<file path="src/sv/jsu_pkg.sv">
package jsu_pkg;

    // Input selector codes
    localparam logic [1:0] FN_BYTE  = 2'd0;
    localparam logic [1:0] FN_END   = 2'd1;
    localparam logic [1:0] FN_START = 2'd2;

    // Result status codes
    localparam logic [3:0] ST_OK           = 4'd0;
    localparam logic [3:0] ST_DONE         = 4'd1;
    localparam logic [3:0] ST_UNTERM       = 4'd2;
    localparam logic [3:0] ST_CTRL         = 4'd3;
    localparam logic [3:0] ST_UNTERM_ESC   = 4'd4;
    localparam logic [3:0] ST_UNK_ESC      = 4'd5;
    localparam logic [3:0] ST_TRUNC_HEX    = 4'd6;
    localparam logic [3:0] ST_BAD_HEX      = 4'd7;
    localparam logic [3:0] ST_HIGH_NO_LOW  = 4'd8;
    localparam logic [3:0] ST_HIGH_NON_LOW = 4'd9;
    localparam logic [3:0] ST_LONE_LOW     = 4'd10;

    // Decoder modes, one-hot
    typedef enum logic [8:0] {
        M_IDLE    = 9'b000000001,
        M_DONE    = 9'b000000010,
        M_ERROR   = 9'b000000100,
        M_TEXT    = 9'b000001000,
        M_ESC     = 9'b000010000,
        M_HEX1    = 9'b000100000,
        M_WANT_BS = 9'b001000000,
        M_WANT_U  = 9'b010000000,
        M_HEX2    = 9'b100000000
    } t_mode;

    // All results caused by one input item
    typedef struct packed {
        logic [1:0]      last_idx;
        logic            vld;
        logic [3:0][7:0] bytes;
        logic [3:0]      status;
    } t_group;

    // Hex digit value; bit 4 flags a character that is no hex digit
    function automatic logic [4:0] hex_nibble(input logic [7:0] c);
        logic [4:0] r;
        r = 5'h10;
        if (c >= 8'h30 && c <= 8'h39) begin
            r = {1'b0, 4'(c - 8'h30)};
        end else if (c >= 8'h61 && c <= 8'h66) begin
            r = {1'b0, 4'(c - 8'h57)};
        end else if (c >= 8'h41 && c <= 8'h46) begin
            r = {1'b0, 4'(c - 8'h37)};
        end
        return r;
    endfunction

    // UTF-8 bytes of one code point
    function automatic t_group utf8_group(input logic [20:0] cp);
        t_group g;
        g = '0;
        g.vld = 1'b1;
        g.status = ST_OK;
        if (cp < 21'h80) begin
            g.bytes[0] = cp[7:0];
        end else if (cp < 21'h800) begin
            g.last_idx = 2'd1;
            g.bytes[0] = {3'b110, cp[10:6]};
            g.bytes[1] = {2'b10, cp[5:0]};
        end else if (cp < 21'h10000) begin
            g.last_idx = 2'd2;
            g.bytes[0] = {4'b1110, cp[15:12]};
            g.bytes[1] = {2'b10, cp[11:6]};
            g.bytes[2] = {2'b10, cp[5:0]};
        end else begin
            g.last_idx = 2'd3;
            g.bytes[0] = {5'b11110, cp[20:18]};
            g.bytes[1] = {2'b10, cp[17:12]};
            g.bytes[2] = {2'b10, cp[11:6]};
            g.bytes[3] = {2'b10, cp[5:0]};
        end
        return g;
    endfunction

endpackage

</file>
<file path="src/sv/jsu_if.sv">
interface jsu_in_if;
    logic       valid;
    logic       ready;
    logic [1:0] func;
    logic [7:0] in_byte;
    modport source (output valid, func, in_byte, input ready);
    modport sink (input valid, func, in_byte, output ready);
endinterface

interface jsu_out_if;
    logic       valid;
    logic       ready;
    logic [7:0] out_byte;
    logic       out_valid;
    logic       last;
    logic [3:0] status;
    modport source (output valid, out_byte, out_valid, last, status, input ready);
    modport sink (input valid, out_byte, out_valid, last, status, output ready);
endinterface

</file>
<file path="src/sv/json_string_unescape_utf8.sv">
// JSON string body decoder.
// Input channel i_in: one word per item; func selects a text byte (in_byte),
// the end of the text, or the start of a new string. Output channel o_out
// gives the decoded words: out_byte with out_valid, a status code and last
// on the final word that an input item causes. Each item gives one word,
// except a completed \u escape, which gives the 1 to 4 UTF-8 bytes.
// The first word of an item passes through the input word register and then
// the result group register to o_out; the group register is loaded only once
// the words of the group before it have been taken.
// Throughput: one item per cycle while each item gives a single word and
// the receiver does not stall; an item that gives more words holds the output
// side until the sequencer has given them all, one word per ready cycle.
// Reset (synchronous, active low) empties both registers and puts the
// decoder in the idle mode, where bytes are ignored until a start item.
// When the receiver stalls, the current word holds; one further item is
// taken into the input register if it is empty, after which i_in.ready falls.
module json_string_unescape_utf8 (
    input  logic       i_clk,
    input  logic       i_rst_n,
    jsu_in_if.sink     i_in,
    jsu_out_if.source  o_out
);

    logic            grp_valid;
    jsu_pkg::t_group grp;
    logic            take;

    jsu_decode u_decode (
        .i_clk       (i_clk),
        .i_rst_n     (i_rst_n),
        .i_in        (i_in),
        .i_take      (take),
        .o_grp_valid (grp_valid),
        .o_grp       (grp)
    );

    jsu_emit u_emit (
        .i_clk       (i_clk),
        .i_rst_n     (i_rst_n),
        .i_grp_valid (grp_valid),
        .i_grp       (grp),
        .o_take      (take),
        .o_out       (o_out)
    );

endmodule

</file>
<file path="src/sv/jsu_decode.sv">
module jsu_decode (
    input  logic             i_clk,
    input  logic             i_rst_n,
    jsu_in_if.sink           i_in,
    input  logic             i_take,
    output logic             o_grp_valid,
    output jsu_pkg::t_group  o_grp
);

    localparam logic [7:0] CH_QUOTE = 8'h22;
    localparam logic [7:0] CH_BSL   = 8'h5C;
    localparam logic [7:0] CH_SLASH = 8'h2F;
    localparam logic [7:0] CH_B     = 8'h62;
    localparam logic [7:0] CH_F     = 8'h66;
    localparam logic [7:0] CH_N     = 8'h6E;
    localparam logic [7:0] CH_R     = 8'h72;
    localparam logic [7:0] CH_T     = 8'h74;
    localparam logic [7:0] CH_U     = 8'h75;
    localparam logic [7:0] CH_SPACE = 8'h20;

    logic            r_in_v;
    logic [1:0]      r_func;
    logic [7:0]      r_byte;
    jsu_pkg::t_mode  r_mode, n_mode;
    logic [3:0]      r_err, n_err;
    logic [15:0]     r_acc, n_acc;
    logic [1:0]      r_cnt, n_cnt;
    logic            r_bad, n_bad;
    logic [9:0]      r_hi, n_hi;

    logic            fire;
    logic [3:0]      cur_status;
    logic [4:0]      nib;
    logic [15:0]     acc_sh;
    logic            bad_all;
    logic            quad_done;
    logic [20:0]     pair_cp;
    logic            f_fail;
    logic [3:0]      f_code;
    jsu_pkg::t_group grp;

    // Input word register
    assign fire = r_in_v & i_take;
    assign i_in.ready = ~r_in_v | i_take;
    assign o_grp_valid = r_in_v;
    assign o_grp = grp;

    always_ff @(posedge i_clk) begin
        if (!i_rst_n) begin
            r_in_v <= 1'b0;
        end else if (i_in.ready) begin
            r_in_v <= i_in.valid;
        end
        if (i_in.valid && i_in.ready) begin
            r_func <= i_in.func;
            r_byte <= i_in.in_byte;
        end
    end

    // Shared quad digit path
    assign nib = jsu_pkg::hex_nibble(r_byte);
    assign acc_sh = {r_acc[11:0], nib[3:0]};
    assign bad_all = r_bad | nib[4];
    assign quad_done = (r_cnt == 2'd3);
    assign pair_cp = 21'h10000 + {1'b0, r_hi, acc_sh[9:0]};

    always_comb begin
        if (r_mode == jsu_pkg::M_ERROR) begin
            cur_status = r_err;
        end else if (r_mode == jsu_pkg::M_DONE) begin
            cur_status = jsu_pkg::ST_DONE;
        end else begin
            cur_status = jsu_pkg::ST_OK;
        end
    end

    // Next state and result group
    always_comb begin
        n_mode = r_mode;
        n_err  = r_err;
        n_acc  = r_acc;
        n_cnt  = r_cnt;
        n_bad  = r_bad;
        n_hi   = r_hi;
        f_fail = 1'b0;
        f_code = jsu_pkg::ST_OK;
        grp = '0;
        grp.status = cur_status;
        case (r_func)
            jsu_pkg::FN_BYTE: begin
                case (r_mode)
                    jsu_pkg::M_TEXT: begin
                        if (r_byte == CH_QUOTE) begin
                            n_mode = jsu_pkg::M_DONE;
                            grp.status = jsu_pkg::ST_DONE;
                        end else if (r_byte < CH_SPACE) begin
                            f_fail = 1'b1;
                            f_code = jsu_pkg::ST_CTRL;
                        end else if (r_byte == CH_BSL) begin
                            n_mode = jsu_pkg::M_ESC;
                            grp.status = jsu_pkg::ST_OK;
                        end else begin
                            grp.vld = 1'b1;
                            grp.bytes[0] = r_byte;
                            grp.status = jsu_pkg::ST_OK;
                        end
                    end
                    jsu_pkg::M_ESC: begin
                        n_mode = jsu_pkg::M_TEXT;
                        grp.status = jsu_pkg::ST_OK;
                        grp.vld = 1'b1;
                        case (r_byte)
                            CH_QUOTE, CH_BSL, CH_SLASH: grp.bytes[0] = r_byte;
                            CH_B: grp.bytes[0] = 8'h08;
                            CH_F: grp.bytes[0] = 8'h0C;
                            CH_N: grp.bytes[0] = 8'h0A;
                            CH_R: grp.bytes[0] = 8'h0D;
                            CH_T: grp.bytes[0] = 8'h09;
                            CH_U: begin
                                grp.vld = 1'b0;
                                n_mode = jsu_pkg::M_HEX1;
                                n_acc = '0;
                                n_cnt = '0;
                                n_bad = 1'b0;
                            end
                            default: begin
                                f_fail = 1'b1;
                                f_code = jsu_pkg::ST_UNK_ESC;
                            end
                        endcase
                    end
                    jsu_pkg::M_HEX1, jsu_pkg::M_HEX2: begin
                        n_acc = acc_sh;
                        n_bad = bad_all;
                        n_cnt = r_cnt + 2'd1;
                        grp.status = jsu_pkg::ST_OK;
                        if (quad_done) begin
                            if (bad_all) begin
                                f_fail = 1'b1;
                                f_code = jsu_pkg::ST_BAD_HEX;
                            end else if (r_mode == jsu_pkg::M_HEX1) begin
                                if (acc_sh inside {[16'hD800:16'hDBFF]}) begin
                                    n_hi = acc_sh[9:0];
                                    n_mode = jsu_pkg::M_WANT_BS;
                                end else if (acc_sh inside {[16'hDC00:16'hDFFF]}) begin
                                    f_fail = 1'b1;
                                    f_code = jsu_pkg::ST_LONE_LOW;
                                end else begin
                                    n_mode = jsu_pkg::M_TEXT;
                                    grp = jsu_pkg::utf8_group({5'd0, acc_sh});
                                end
                            end else begin
                                if (acc_sh inside {[16'hDC00:16'hDFFF]}) begin
                                    n_mode = jsu_pkg::M_TEXT;
                                    grp = jsu_pkg::utf8_group(pair_cp);
                                end else begin
                                    f_fail = 1'b1;
                                    f_code = jsu_pkg::ST_HIGH_NON_LOW;
                                end
                            end
                        end
                    end
                    jsu_pkg::M_WANT_BS: begin
                        if (r_byte == CH_BSL) begin
                            n_mode = jsu_pkg::M_WANT_U;
                        end else begin
                            f_fail = 1'b1;
                            f_code = jsu_pkg::ST_HIGH_NO_LOW;
                        end
                    end
                    jsu_pkg::M_WANT_U: begin
                        if (r_byte == CH_U) begin
                            n_mode = jsu_pkg::M_HEX2;
                            n_acc = '0;
                            n_cnt = '0;
                            n_bad = 1'b0;
                        end else begin
                            f_fail = 1'b1;
                            f_code = jsu_pkg::ST_HIGH_NO_LOW;
                        end
                    end
                    default: begin
                        grp.status = cur_status;
                    end
                endcase
            end
            jsu_pkg::FN_END: begin
                case (r_mode)
                    jsu_pkg::M_TEXT: begin
                        f_fail = 1'b1;
                        f_code = jsu_pkg::ST_UNTERM;
                    end
                    jsu_pkg::M_ESC: begin
                        f_fail = 1'b1;
                        f_code = jsu_pkg::ST_UNTERM_ESC;
                    end
                    jsu_pkg::M_HEX1, jsu_pkg::M_HEX2: begin
                        f_fail = 1'b1;
                        f_code = jsu_pkg::ST_TRUNC_HEX;
                    end
                    jsu_pkg::M_WANT_BS, jsu_pkg::M_WANT_U: begin
                        f_fail = 1'b1;
                        f_code = jsu_pkg::ST_HIGH_NO_LOW;
                    end
                    default: begin
                        grp.status = cur_status;
                    end
                endcase
            end
            jsu_pkg::FN_START: begin
                n_mode = jsu_pkg::M_TEXT;
                n_err  = jsu_pkg::ST_OK;
                n_acc  = '0;
                n_cnt  = '0;
                n_bad  = 1'b0;
                n_hi   = '0;
                grp.status = jsu_pkg::ST_OK;
            end
            default: begin
                grp.status = cur_status;
            end
        endcase
        // Enter the sticky error
        if (f_fail) begin
            n_mode = jsu_pkg::M_ERROR;
            n_err = f_code;
            grp = '0;
            grp.status = f_code;
        end
    end

    // Decoder state
    always_ff @(posedge i_clk) begin
        if (!i_rst_n) begin
            r_mode <= jsu_pkg::M_IDLE;
            r_err  <= jsu_pkg::ST_OK;
            r_acc  <= '0;
            r_cnt  <= '0;
            r_bad  <= 1'b0;
            r_hi   <= '0;
        end else if (fire) begin
            r_mode <= n_mode;
            r_err  <= n_err;
            r_acc  <= n_acc;
            r_cnt  <= n_cnt;
            r_bad  <= n_bad;
            r_hi   <= n_hi;
        end
    end

`ifndef SYNTHESIS
    a_err_code: assert property (@(posedge i_clk) disable iff (!i_rst_n)
        (r_mode == jsu_pkg::M_ERROR) |-> (r_err != jsu_pkg::ST_OK && r_err != jsu_pkg::ST_DONE))
        else $error("error mode without an error code");
    a_word_held: assert property (@(posedge i_clk) disable iff (!i_rst_n)
        (r_in_v && !i_take) |=> (r_in_v && $stable(r_func) && $stable(r_byte)))
        else $error("waiting input word lost");
    a_start: assert property (@(posedge i_clk) disable iff (!i_rst_n)
        (fire && r_func == jsu_pkg::FN_START) |=> (r_mode == jsu_pkg::M_TEXT && r_cnt == 2'd0))
        else $error("start did not enter text mode");
    a_fail_group: assert property (@(posedge i_clk) disable iff (!i_rst_n)
        (fire && f_fail) |-> (!grp.vld && grp.last_idx == 2'd0))
        else $error("error result carries data");
`endif

endmodule

</file>
<file path="src/sv/jsu_emit.sv">
module jsu_emit (
    input  logic             i_clk,
    input  logic             i_rst_n,
    input  logic             i_grp_valid,
    input  jsu_pkg::t_group  i_grp,
    output logic             o_take,
    jsu_out_if.source        o_out
);

    jsu_pkg::t_group r_grp;
    logic            r_full;
    logic [1:0]      r_idx;
    logic            beat_last;
    logic            beat_go;

    assign beat_last = (r_idx == r_grp.last_idx);
    assign beat_go   = r_full & o_out.ready;
    assign o_take    = ~r_full | (beat_go & beat_last);

    // Present the current word of the group
    assign o_out.valid     = r_full;
    assign o_out.out_byte  = r_grp.bytes[r_idx];
    assign o_out.out_valid = r_grp.vld;
    assign o_out.last      = beat_last;
    assign o_out.status    = r_grp.status;

    // Load a new group, or advance through the current one
    always_ff @(posedge i_clk) begin
        if (!i_rst_n) begin
            r_full <= 1'b0;
            r_idx  <= '0;
        end else if (o_take) begin
            r_full <= i_grp_valid;
            r_idx  <= '0;
        end else if (beat_go) begin
            r_idx <= r_idx + 2'd1;
        end
        if (o_take && i_grp_valid) begin
            r_grp <= i_grp;
        end
    end

`ifndef SYNTHESIS
    a_idx_range: assert property (@(posedge i_clk) disable iff (!i_rst_n)
        r_full |-> (r_idx <= r_grp.last_idx))
        else $error("word index beyond group");
    a_multi_data: assert property (@(posedge i_clk) disable iff (!i_rst_n)
        (r_full && r_grp.last_idx != 2'd0) |-> (r_grp.vld && r_grp.status == jsu_pkg::ST_OK))
        else $error("multi-word group without data");
    a_advance: assert property (@(posedge i_clk) disable iff (!i_rst_n)
        (beat_go && !beat_last) |=> (r_full && r_idx == $past(r_idx) + 2'd1))
        else $error("group did not advance");
`endif

endmodule

</file>
<file path="src/flat_wrapper.sv">
// flat-port wrapper written by rule: the top's interface ports become plain ports
module json_string_unescape_utf8_flat 
  (i_clk, i_rst_n, i_in_valid, i_in_func, i_in_in_byte, i_in_ready, o_out_valid, o_out_out_byte, o_out_out_valid, o_out_last, o_out_status, o_out_ready);
  jsu_in_if i_in_i ();
  jsu_out_if o_out_i ();
  input  logic i_clk;
  input  logic i_rst_n;
  input wire logic [$bits(i_in_i.valid)-1:0] i_in_valid;
  input wire logic [$bits(i_in_i.func)-1:0] i_in_func;
  input wire logic [$bits(i_in_i.in_byte)-1:0] i_in_in_byte;
  output wire logic [$bits(i_in_i.ready)-1:0] i_in_ready;
  output wire logic [$bits(o_out_i.valid)-1:0] o_out_valid;
  output wire logic [$bits(o_out_i.out_byte)-1:0] o_out_out_byte;
  output wire logic [$bits(o_out_i.out_valid)-1:0] o_out_out_valid;
  output wire logic [$bits(o_out_i.last)-1:0] o_out_last;
  output wire logic [$bits(o_out_i.status)-1:0] o_out_status;
  input wire logic [$bits(o_out_i.ready)-1:0] o_out_ready;
  assign i_in_i.valid = i_in_valid;
  assign i_in_i.func = i_in_func;
  assign i_in_i.in_byte = i_in_in_byte;
  assign i_in_ready = i_in_i.ready;
  assign o_out_valid = o_out_i.valid;
  assign o_out_out_byte = o_out_i.out_byte;
  assign o_out_out_valid = o_out_i.out_valid;
  assign o_out_last = o_out_i.last;
  assign o_out_status = o_out_i.status;
  assign o_out_i.ready = o_out_ready;
  json_string_unescape_utf8 u_core (.i_clk(i_clk), .i_rst_n(i_rst_n), .i_in(i_in_i), .o_out(o_out_i));
endmodule
</file>
<file path="config.mk">
export PLATFORM = sky130hd
export DESIGN_NAME = json_string_unescape_utf8_flat
export DESIGN_NICKNAME = d
export VERILOG_FILES = /design/src/sv/jsu_pkg.sv /design/src/sv/jsu_if.sv /design/src/sv/json_string_unescape_utf8.sv /design/src/sv/jsu_decode.sv /design/src/sv/jsu_emit.sv /design/src/flat_wrapper.sv
export SDC_FILE = /design/constraint.sdc
export NUM_CORES = 1
export LEC_CHECK = 0
export ABC_CLOCK_PERIOD_IN_PS = 3700
export BUFFER_PORTS_ARGS = -buffer_cell sky130_fd_sc_hd__buf_4
export CAP_MARGIN = 0
export CORE_MARGIN = 2
export CORE_UTILIZATION = 57
export CTS_BUF_LIST = sky130_fd_sc_hd__clkbuf_4
export CTS_CLUSTER_SIZE = 40
export DETAILED_ROUTE_END_ITERATION = 10
export GPL_TIMING_DRIVEN = 1
export PLACE_DENSITY = 0.75
export SKIP_LAST_GASP = 1
export SYNTH_ARGS = -nofsm -noshare
export SYNTH_HDL_FRONTEND = slang
export SYNTH_SLANG_ARGS = --single-unit
export TNS_END_PERCENT = 50
</file>
<file path="constraint.sdc">
create_clock -name i_clk -period 3.7 [get_ports i_clk]
set_input_delay 0.74 -clock i_clk [delete_from_list [all_inputs] [get_ports i_clk]]
set_output_delay 0.74 -clock i_clk [all_outputs]
set_load 0.03 [all_outputs]
</file>
==> impl_metrics.ini, run 1 <==
[synthesis]
ys_ff_latch = 87
async_reset_ff_share_pct = 0
yosysWarnings = 0
synth_cell_types = 80
synth_edf_count = 45
syn_area_um2 = 5361
ys.flop_type = edfxtp_1
synth_cells = 589
syn_area_per_cell_um2 = 9.103
yosysSeqAreaShare_pct = 40.89
synth_nets = 609

[clock_network]
insertion_delay_ns = 0.46
cts-root-buf = clkbuf_4
cts_tree = yes
post_cts_buffers = 0
clock-sinks = 87
htreeDepth = 3
clk_pin_slew_worst_paths_ns = 0.16
cts_buffers = 9
cts_buffer_depth = 2
hold_buffers = 0

[floorplan]
dieArea_um2 = 10200
placementRows = 35
start_util_pct = 58.30
dieHeight_um = 101.0
dieWidth_um = 101.0
core_area_um2 = 9196
num_io_pins = 30

[worst_setup_path]
max_stage_delay_ns = 0.68
critical_path_buf_inv_count = 1
crit_fanout = 11
crit_family = compound AO/OA/AOI/OAI gates
worst_setup_path_start_kind = register
cpMostUsedCell = a21oi_1
cp.arrival_ns = 3.65
critical_path.cell_chain = inv_1, ha_1, o21bai_1, a2111o_1, a21oi_1, o22ai_1, nor3_2, o21ai_2, a21oi_1
criticalPathCategory = register to register
r2r_cells = 9
slowest_stage = nor3_2
critPathCaptureType = register
cp.depth = 9
cp.required_ns = 3.98

[grt]
grt_use_met2_pct = 46.92
use_met1_pct = 43.97
grt-busiest-layer = met2
grt.total_usage_pct = 30.71
use_met3_pct = 5.409
grt_pass1_vias = 4649
antenna_found_initial = 0
grt_pass1_wl_um = 24140
grt_max_degree = 41
overflow = 0

[sta]
fin_setup_tns_ns = 0
finalWorstSetupSlack_ns = 0.3372
tightest_slew_ns = 1.159
slew_viol_final = 0
max-slew-margin-rel_pct = 22.20
max_freq_ghz = 0.2974
period_needed_ns = 3.363
grt_setup_unrepaired = false
hold_viol = 0
period_share_pct = 90.89
finalClockSkew_ns = 0.02490
finalSetupViolCount = 0

[place]
io_buffers = 29
place_ws_ns = 0.01212
dp.cells = 706
place_area_um2 = 5633
gp_congestion = 0.9844
place_hpwl_um = 10980

[run_status]
outcome = finished clean

[layout]
seq_area_um2 = 2192
final_common_cell = nor2_1
stdcell_area_um2 = 5753
instances_no_fill = 722
drive_above_1_share_pct = 15.38
nets = 626
area_growth_pct = 7.305
fin_util_pct = 62.56
final_cell_mix = 59 x nor2_1, 58 x a21oi_1, 54 x nand2_1, 45 x edfxtp_1, 44 x buf_4
nFillCells = 816
multi_input_area_um2 = 2913
antenna_cells = 0

[min_path]
hold_class = input pin to register
hold_depth = 1

[power_and_ir_drop]
cellPowerDensity_nw_per_um2 = 305.2
irDropWorstVdd_mv = 0.1878
p_leak_nw = 1.928

[routing]
wl_per_cell_um = 20.89
ant_nets = 0
via_per_inst = 6.823
routed_wl_um = 15080
drt_iter0_drc = 570
vias = 4926
first_pass_iters = 6
route.detailed.drc = 0

[run]
maxCapViolations = 0
-- cell families (layout without fill, tap and decap cells) --
family                     Yosys count  in the layout  synth area share [%]
AOI/OAI and AO/OA                  195            195                 24.88
xor gates and xnor gates             4              4                0.6536
adders and majority gates            6              6                 1.400
buffers and inverters               55             77                 4.877
DFF                                 87             87                 40.89
muxes                               14             14                 4.317
and+or+nand+nor                    228            228                 22.99
-- metrics by stage --
stage | power (mW) | hold slack (ns)
floorplan | 1.207 | 0.4498
global placement | 1.265 | 0.4592
detailed placement | 1.270 | 0.4685
CTS | 1.757 | 0.4335
global route | 1.820 | 0.4240
finish | 1.756 | 0.4399
-- sequential cells by signal, indices dropped and copies added, names as in the netlist --
name / cells
u_core.u_decode.o_grp_valid: 1
u_core.u_decode.r_acc: 12
u_core.u_decode.r_bad: 1
u_core.u_decode.r_byte: 8
u_core.u_decode.r_cnt: 2
u_core.u_decode.r_err: 4
u_core.u_decode.r_func: 2
u_core.u_decode.r_hi: 10
u_core.u_decode.r_mode: 9
u_core.u_emit.o_out.out_valid: 1
u_core.u_emit.o_out.status: 4
u_core.u_emit.o_out.valid: 1
u_core.u_emit.r_grp: 30
u_core.u_emit.r_idx: 2
-- final timing paths --
| check | start | to | slack [ns] |
|---|---|---|---|
| worst max-delay path | u_core.u_decode.r_byte[0]$_DFFE_PP_ | u_core.u_emit.r_grp[8]$_SDFFCE_PP0P_ | 0.34 |
| worst min register to register | u_core.u_decode.r_err[3]$_SDFFE_PN0P_ | u_core.u_decode.r_err[3]$_SDFFE_PN0P_ | 0.49 |
| worst max register to register | u_core.u_decode.r_byte[0]$_DFFE_PP_ | u_core.u_emit.r_grp[8]$_SDFFCE_PP0P_ | 0.34 |
| worst min-delay path | i_in_func[1] | u_core.u_decode.r_func[1]$_DFFE_PP_ | 0.44 |
-- final cells by class --
| class | count | area share [%] |
|---|---|---|
| multi-input combinational | 447 | 50.63 |
| inverter | 17 | 1.109 |
| clock inverter | 6 | 0.6960 |
| clock buffer | 10 | 1.305 |
| tap | 111 | 2.414 |
| timing repair buffer | 44 | 5.742 |
| sequential | 87 | 38.10 |
-- metal layers --
layer / wire (um) / vias to the layer above / share of wire [%]
met3: 1389 / 45 / 9.2
met4: 438 / 0 / 2.9
met5: 0 / - / 0
met1: 6567 / 2299 / 44
li1: - / 2296 / -
met2: 6686 / 286 / 44
-- report_power, final --
group	leakage, nW	total, mW	internal, mW	switching [mW]
Sequential	0.776	1.07	1.05	0.0290
Clock	0.0727	0.503	0.151	0.352
Combinational	1.08	0.177	0.0634	0.114
Total	1.93	1.76	1.26	0.495
-- cells in the mapped netlist (11+ instances only) --
library cell  count  area share (%)
nor2_1           59             4.1
a21oi_1          58             5.4
nand2_1          54             3.8
edfxtp_1         45              25
dfxtp_1          42              16
o21ai_0          27             2.5
clkbuf_1         20             1.4
a22oi_1          18             2.5
inv_1            16             1.1
nor3_1           14             1.3
nand3_1          12             1.1
nor4_1           12             1.4
o22ai_1          11             1.3
-- timing repair --
action / CTS / global route
gates resized for setup: 1 / 0
setup endpoints to repair: 5 / 0
hold endpoints to repair: 0 / 0
No activity file was read; power rests on OpenSTA's default activity.
==> run 2: changes to the inputs <==
--- a/config.mk
+++ b/config.mk
@@ -6,15 +6,14 @@
 export NUM_CORES = 1
 export LEC_CHECK = 0
 export ABC_CLOCK_PERIOD_IN_PS = 3700
-export BUFFER_PORTS_ARGS = -buffer_cell sky130_fd_sc_hd__buf_4
 export CAP_MARGIN = 0
 export CORE_MARGIN = 2
 export CORE_UTILIZATION = 57
-export CTS_BUF_LIST = sky130_fd_sc_hd__clkbuf_4
 export CTS_CLUSTER_SIZE = 40
 export DETAILED_ROUTE_END_ITERATION = 10
+export DONT_BUFFER_PORTS = 1
 export GPL_TIMING_DRIVEN = 1
-export PLACE_DENSITY = 0.75
+export PLACE_DENSITY = 0.72
 export SKIP_LAST_GASP = 1
 export SYNTH_ARGS = -nofsm -noshare
 export SYNTH_HDL_FRONTEND = slang
==> impl_metrics.ini, run 2 (same netlist as run 1, synthesis figures left out) <==
[layout]
largest_reg_flops = 30
nFillCells = 821
nets = 596
max_flop_register = u_core.u_emit.r_grp
area_growth_pct = 4.621
instances_no_fill = 692
final_common_cell = nor2_1
reg_top3 = u_core.u_emit.r_grp (30), u_core.u_decode.r_acc (12), u_core.u_decode.r_hi (10)
fin_util_pct = 60.99
drive_above_1_share_pct = 10.84
antenna_cells = 0
final_cell_mix = 59 x nor2_1, 58 x a21oi_1, 54 x nand2_1, 45 x edfxtp_1, 42 x dfxtp_1

[clock_network]
cts-root-buf = clkbuf_8
cts_tree = yes
cts_buffers = 9
htreeDepth = 3
post_cts_buffers = 0
clock-sinks = 87
hold_buffers = 0
insertion_delay_ns = 0.35
clk_pin_slew_worst_paths_ns = 0.08
cts_buffer_depth = 2

[sta]
slew_viol_final = 0
finalSetupViolCount = 0
hold_viol = 0
tightest_slew_ns = 1.118
fin_setup_tns_ns = 0
finalClockSkew_ns = 0.009057
finalWorstSetupSlack_ns = 0.3178
period_share_pct = 91.41
period_needed_ns = 3.382
max_freq_ghz = 0.2957
grt_setup_unrepaired = false
max-slew-margin-rel_pct = 25.50

[floorplan]
start_util_pct = 58.30
num_io_pins = 30
dieWidth_um = 101.0
placementRows = 35
core_area_um2 = 9196
dieArea_um2 = 10200
dieHeight_um = 101.0

[routing]
routed_wl_um = 14770
via_per_inst = 6.938
vias = 4801
route.detailed.drc = 0
drt_iter0_drc = 621
wl_per_cell_um = 21.35
ant_nets = 0
first_pass_iters = 6

[worst_setup_path]
cp.arrival_ns = 3.55
crit_fanout = 11
r2r_cells = 9
critical_path.cell_chain = inv_1, ha_1, o21bai_1, a2111o_1, a21oi_1, o22ai_1, nor3_2, o21ai_2, a21oi_1
regToRegEndpoint = u_core.u_emit.r_grp[11]$_SDFFCE_PP0P_
critPathCaptureType = register
reg2reg_from = u_core.u_decode.r_byte[0]$_DFFE_PP_
slowest_stage = nor3_2
criticalPathCategory = register to register
cp-startpoint = u_core.u_decode.r_byte[0]$_DFFE_PP_
cp.required_ns = 3.87
crit_end = u_core.u_emit.r_grp[11]$_SDFFCE_PP0P_
cpMostUsedCell = a21oi_1
max_stage_delay_ns = 0.64
r2r_setup_slack_ns = 0.32
critical_path_buf_inv_count = 1
cp.depth = 9
crit_family = compound AO/OA/AOI/OAI gates
worst_setup_path_start_kind = register

[grt]
grt.total_usage_pct = 29.84
grt_pass1_wl_um = 23540
grt_max_degree = 41
grt_pass1_vias = 4398
overflow = 0
antenna_found_initial = 0

[place]
gp_congestion = 0.9832
io_buffers = 0
dp.cells = 676
place_hpwl_um = 10910
place_ws_ns = 0.06614

[run]
maxCapViolations = 0

[power_and_ir_drop]
p_leak_nw = 1.807
irDropWorstVdd_mv = 0.2672
p_total_mw = 1.891
cellPowerDensity_nw_per_um2 = 337.1

[min_path]
worstHoldStart = i_rst_n
hold_class = input pin to register

[run_status]
outcome = finished clean
-- run 2: area by class of cell --
class / count / area [um2] / share of cell area (%)
clock buffers: 10 / 127.6 / 2.275
clock inverters: 6 / 68.82 / 1.227
inverters: 17 / 63.81 / 1.138
multi-input cells: 447 / 2913 / 51.93
flip-flops and latches: 87 / 2192 / 39.08
well taps: 111 / 138.9 / 2.476
repair buffers: 14 / 105.1 / 1.874
-- run 2: metal layers --
| metal | routed length (um) | share of wire [%] | global-route usage, % |
|---|---|---|---|
| met1 | 6519 | 44 | 44.31 |
| met4 | 328 | 2.2 | 8.524 |
| met2 | 6392 | 43 | 44.97 |
| met3 | 1532 | 10 | 5.062 |
| met5 | 0 | 0 | 0 |
-- run 2: timing repair --
| item | in CTS | in global routing |
|---|---|---|
| endpoints found under the hold margin | 0 | 0 |
| endpoints found under the setup margin | 2 | 0 |
| gates resized for setup | 1 | 0 |
-- run 2: worst min-delay path by stage --
stage                     slack (ns)                                      to  depth (start not counted)
after floorplan                 0.45   u_core.u_decode.r_err[3]$_SDFFE_PN0P_                          2
after global placement          0.46   u_core.u_decode.r_err[1]$_SDFFE_PN0P_                          2
after detailed placement        0.48   u_core.u_decode.r_err[0]$_SDFFE_PN0P_                          2
after CTS                       0.44  u_core.u_decode.r_mode[0]$_SDFFE_PN1P_                          1
after global routing            0.45  u_core.u_decode.r_mode[0]$_SDFFE_PN1P_                          1
final                           0.45  u_core.u_decode.r_mode[0]$_SDFFE_PN1P_                          1
-- run 2: per-stage QoR --
stage          hold WS (ns)  area, um2
6_report             0.4510       5609
5_1_grt              0.4514       5609
4_1_cts              0.4436       5609
3_5_place_dp         0.4783       5408
3_3_place_gp         0.4605       5408
2_1_floorplan        0.4498       5361
-- run 2: report_power, final --
group / leakage [nW] / switching (mW) / total, mW / internal, mW
clock: 0.0968 / 0.349 / 0.665 / 0.316
sequential: 0.776 / 0.0385 / 1.08 / 1.05
combinational: 0.935 / 0.0984 / 0.141 / 0.0430
total: 1.81 / 0.486 / 1.89 / 1.41
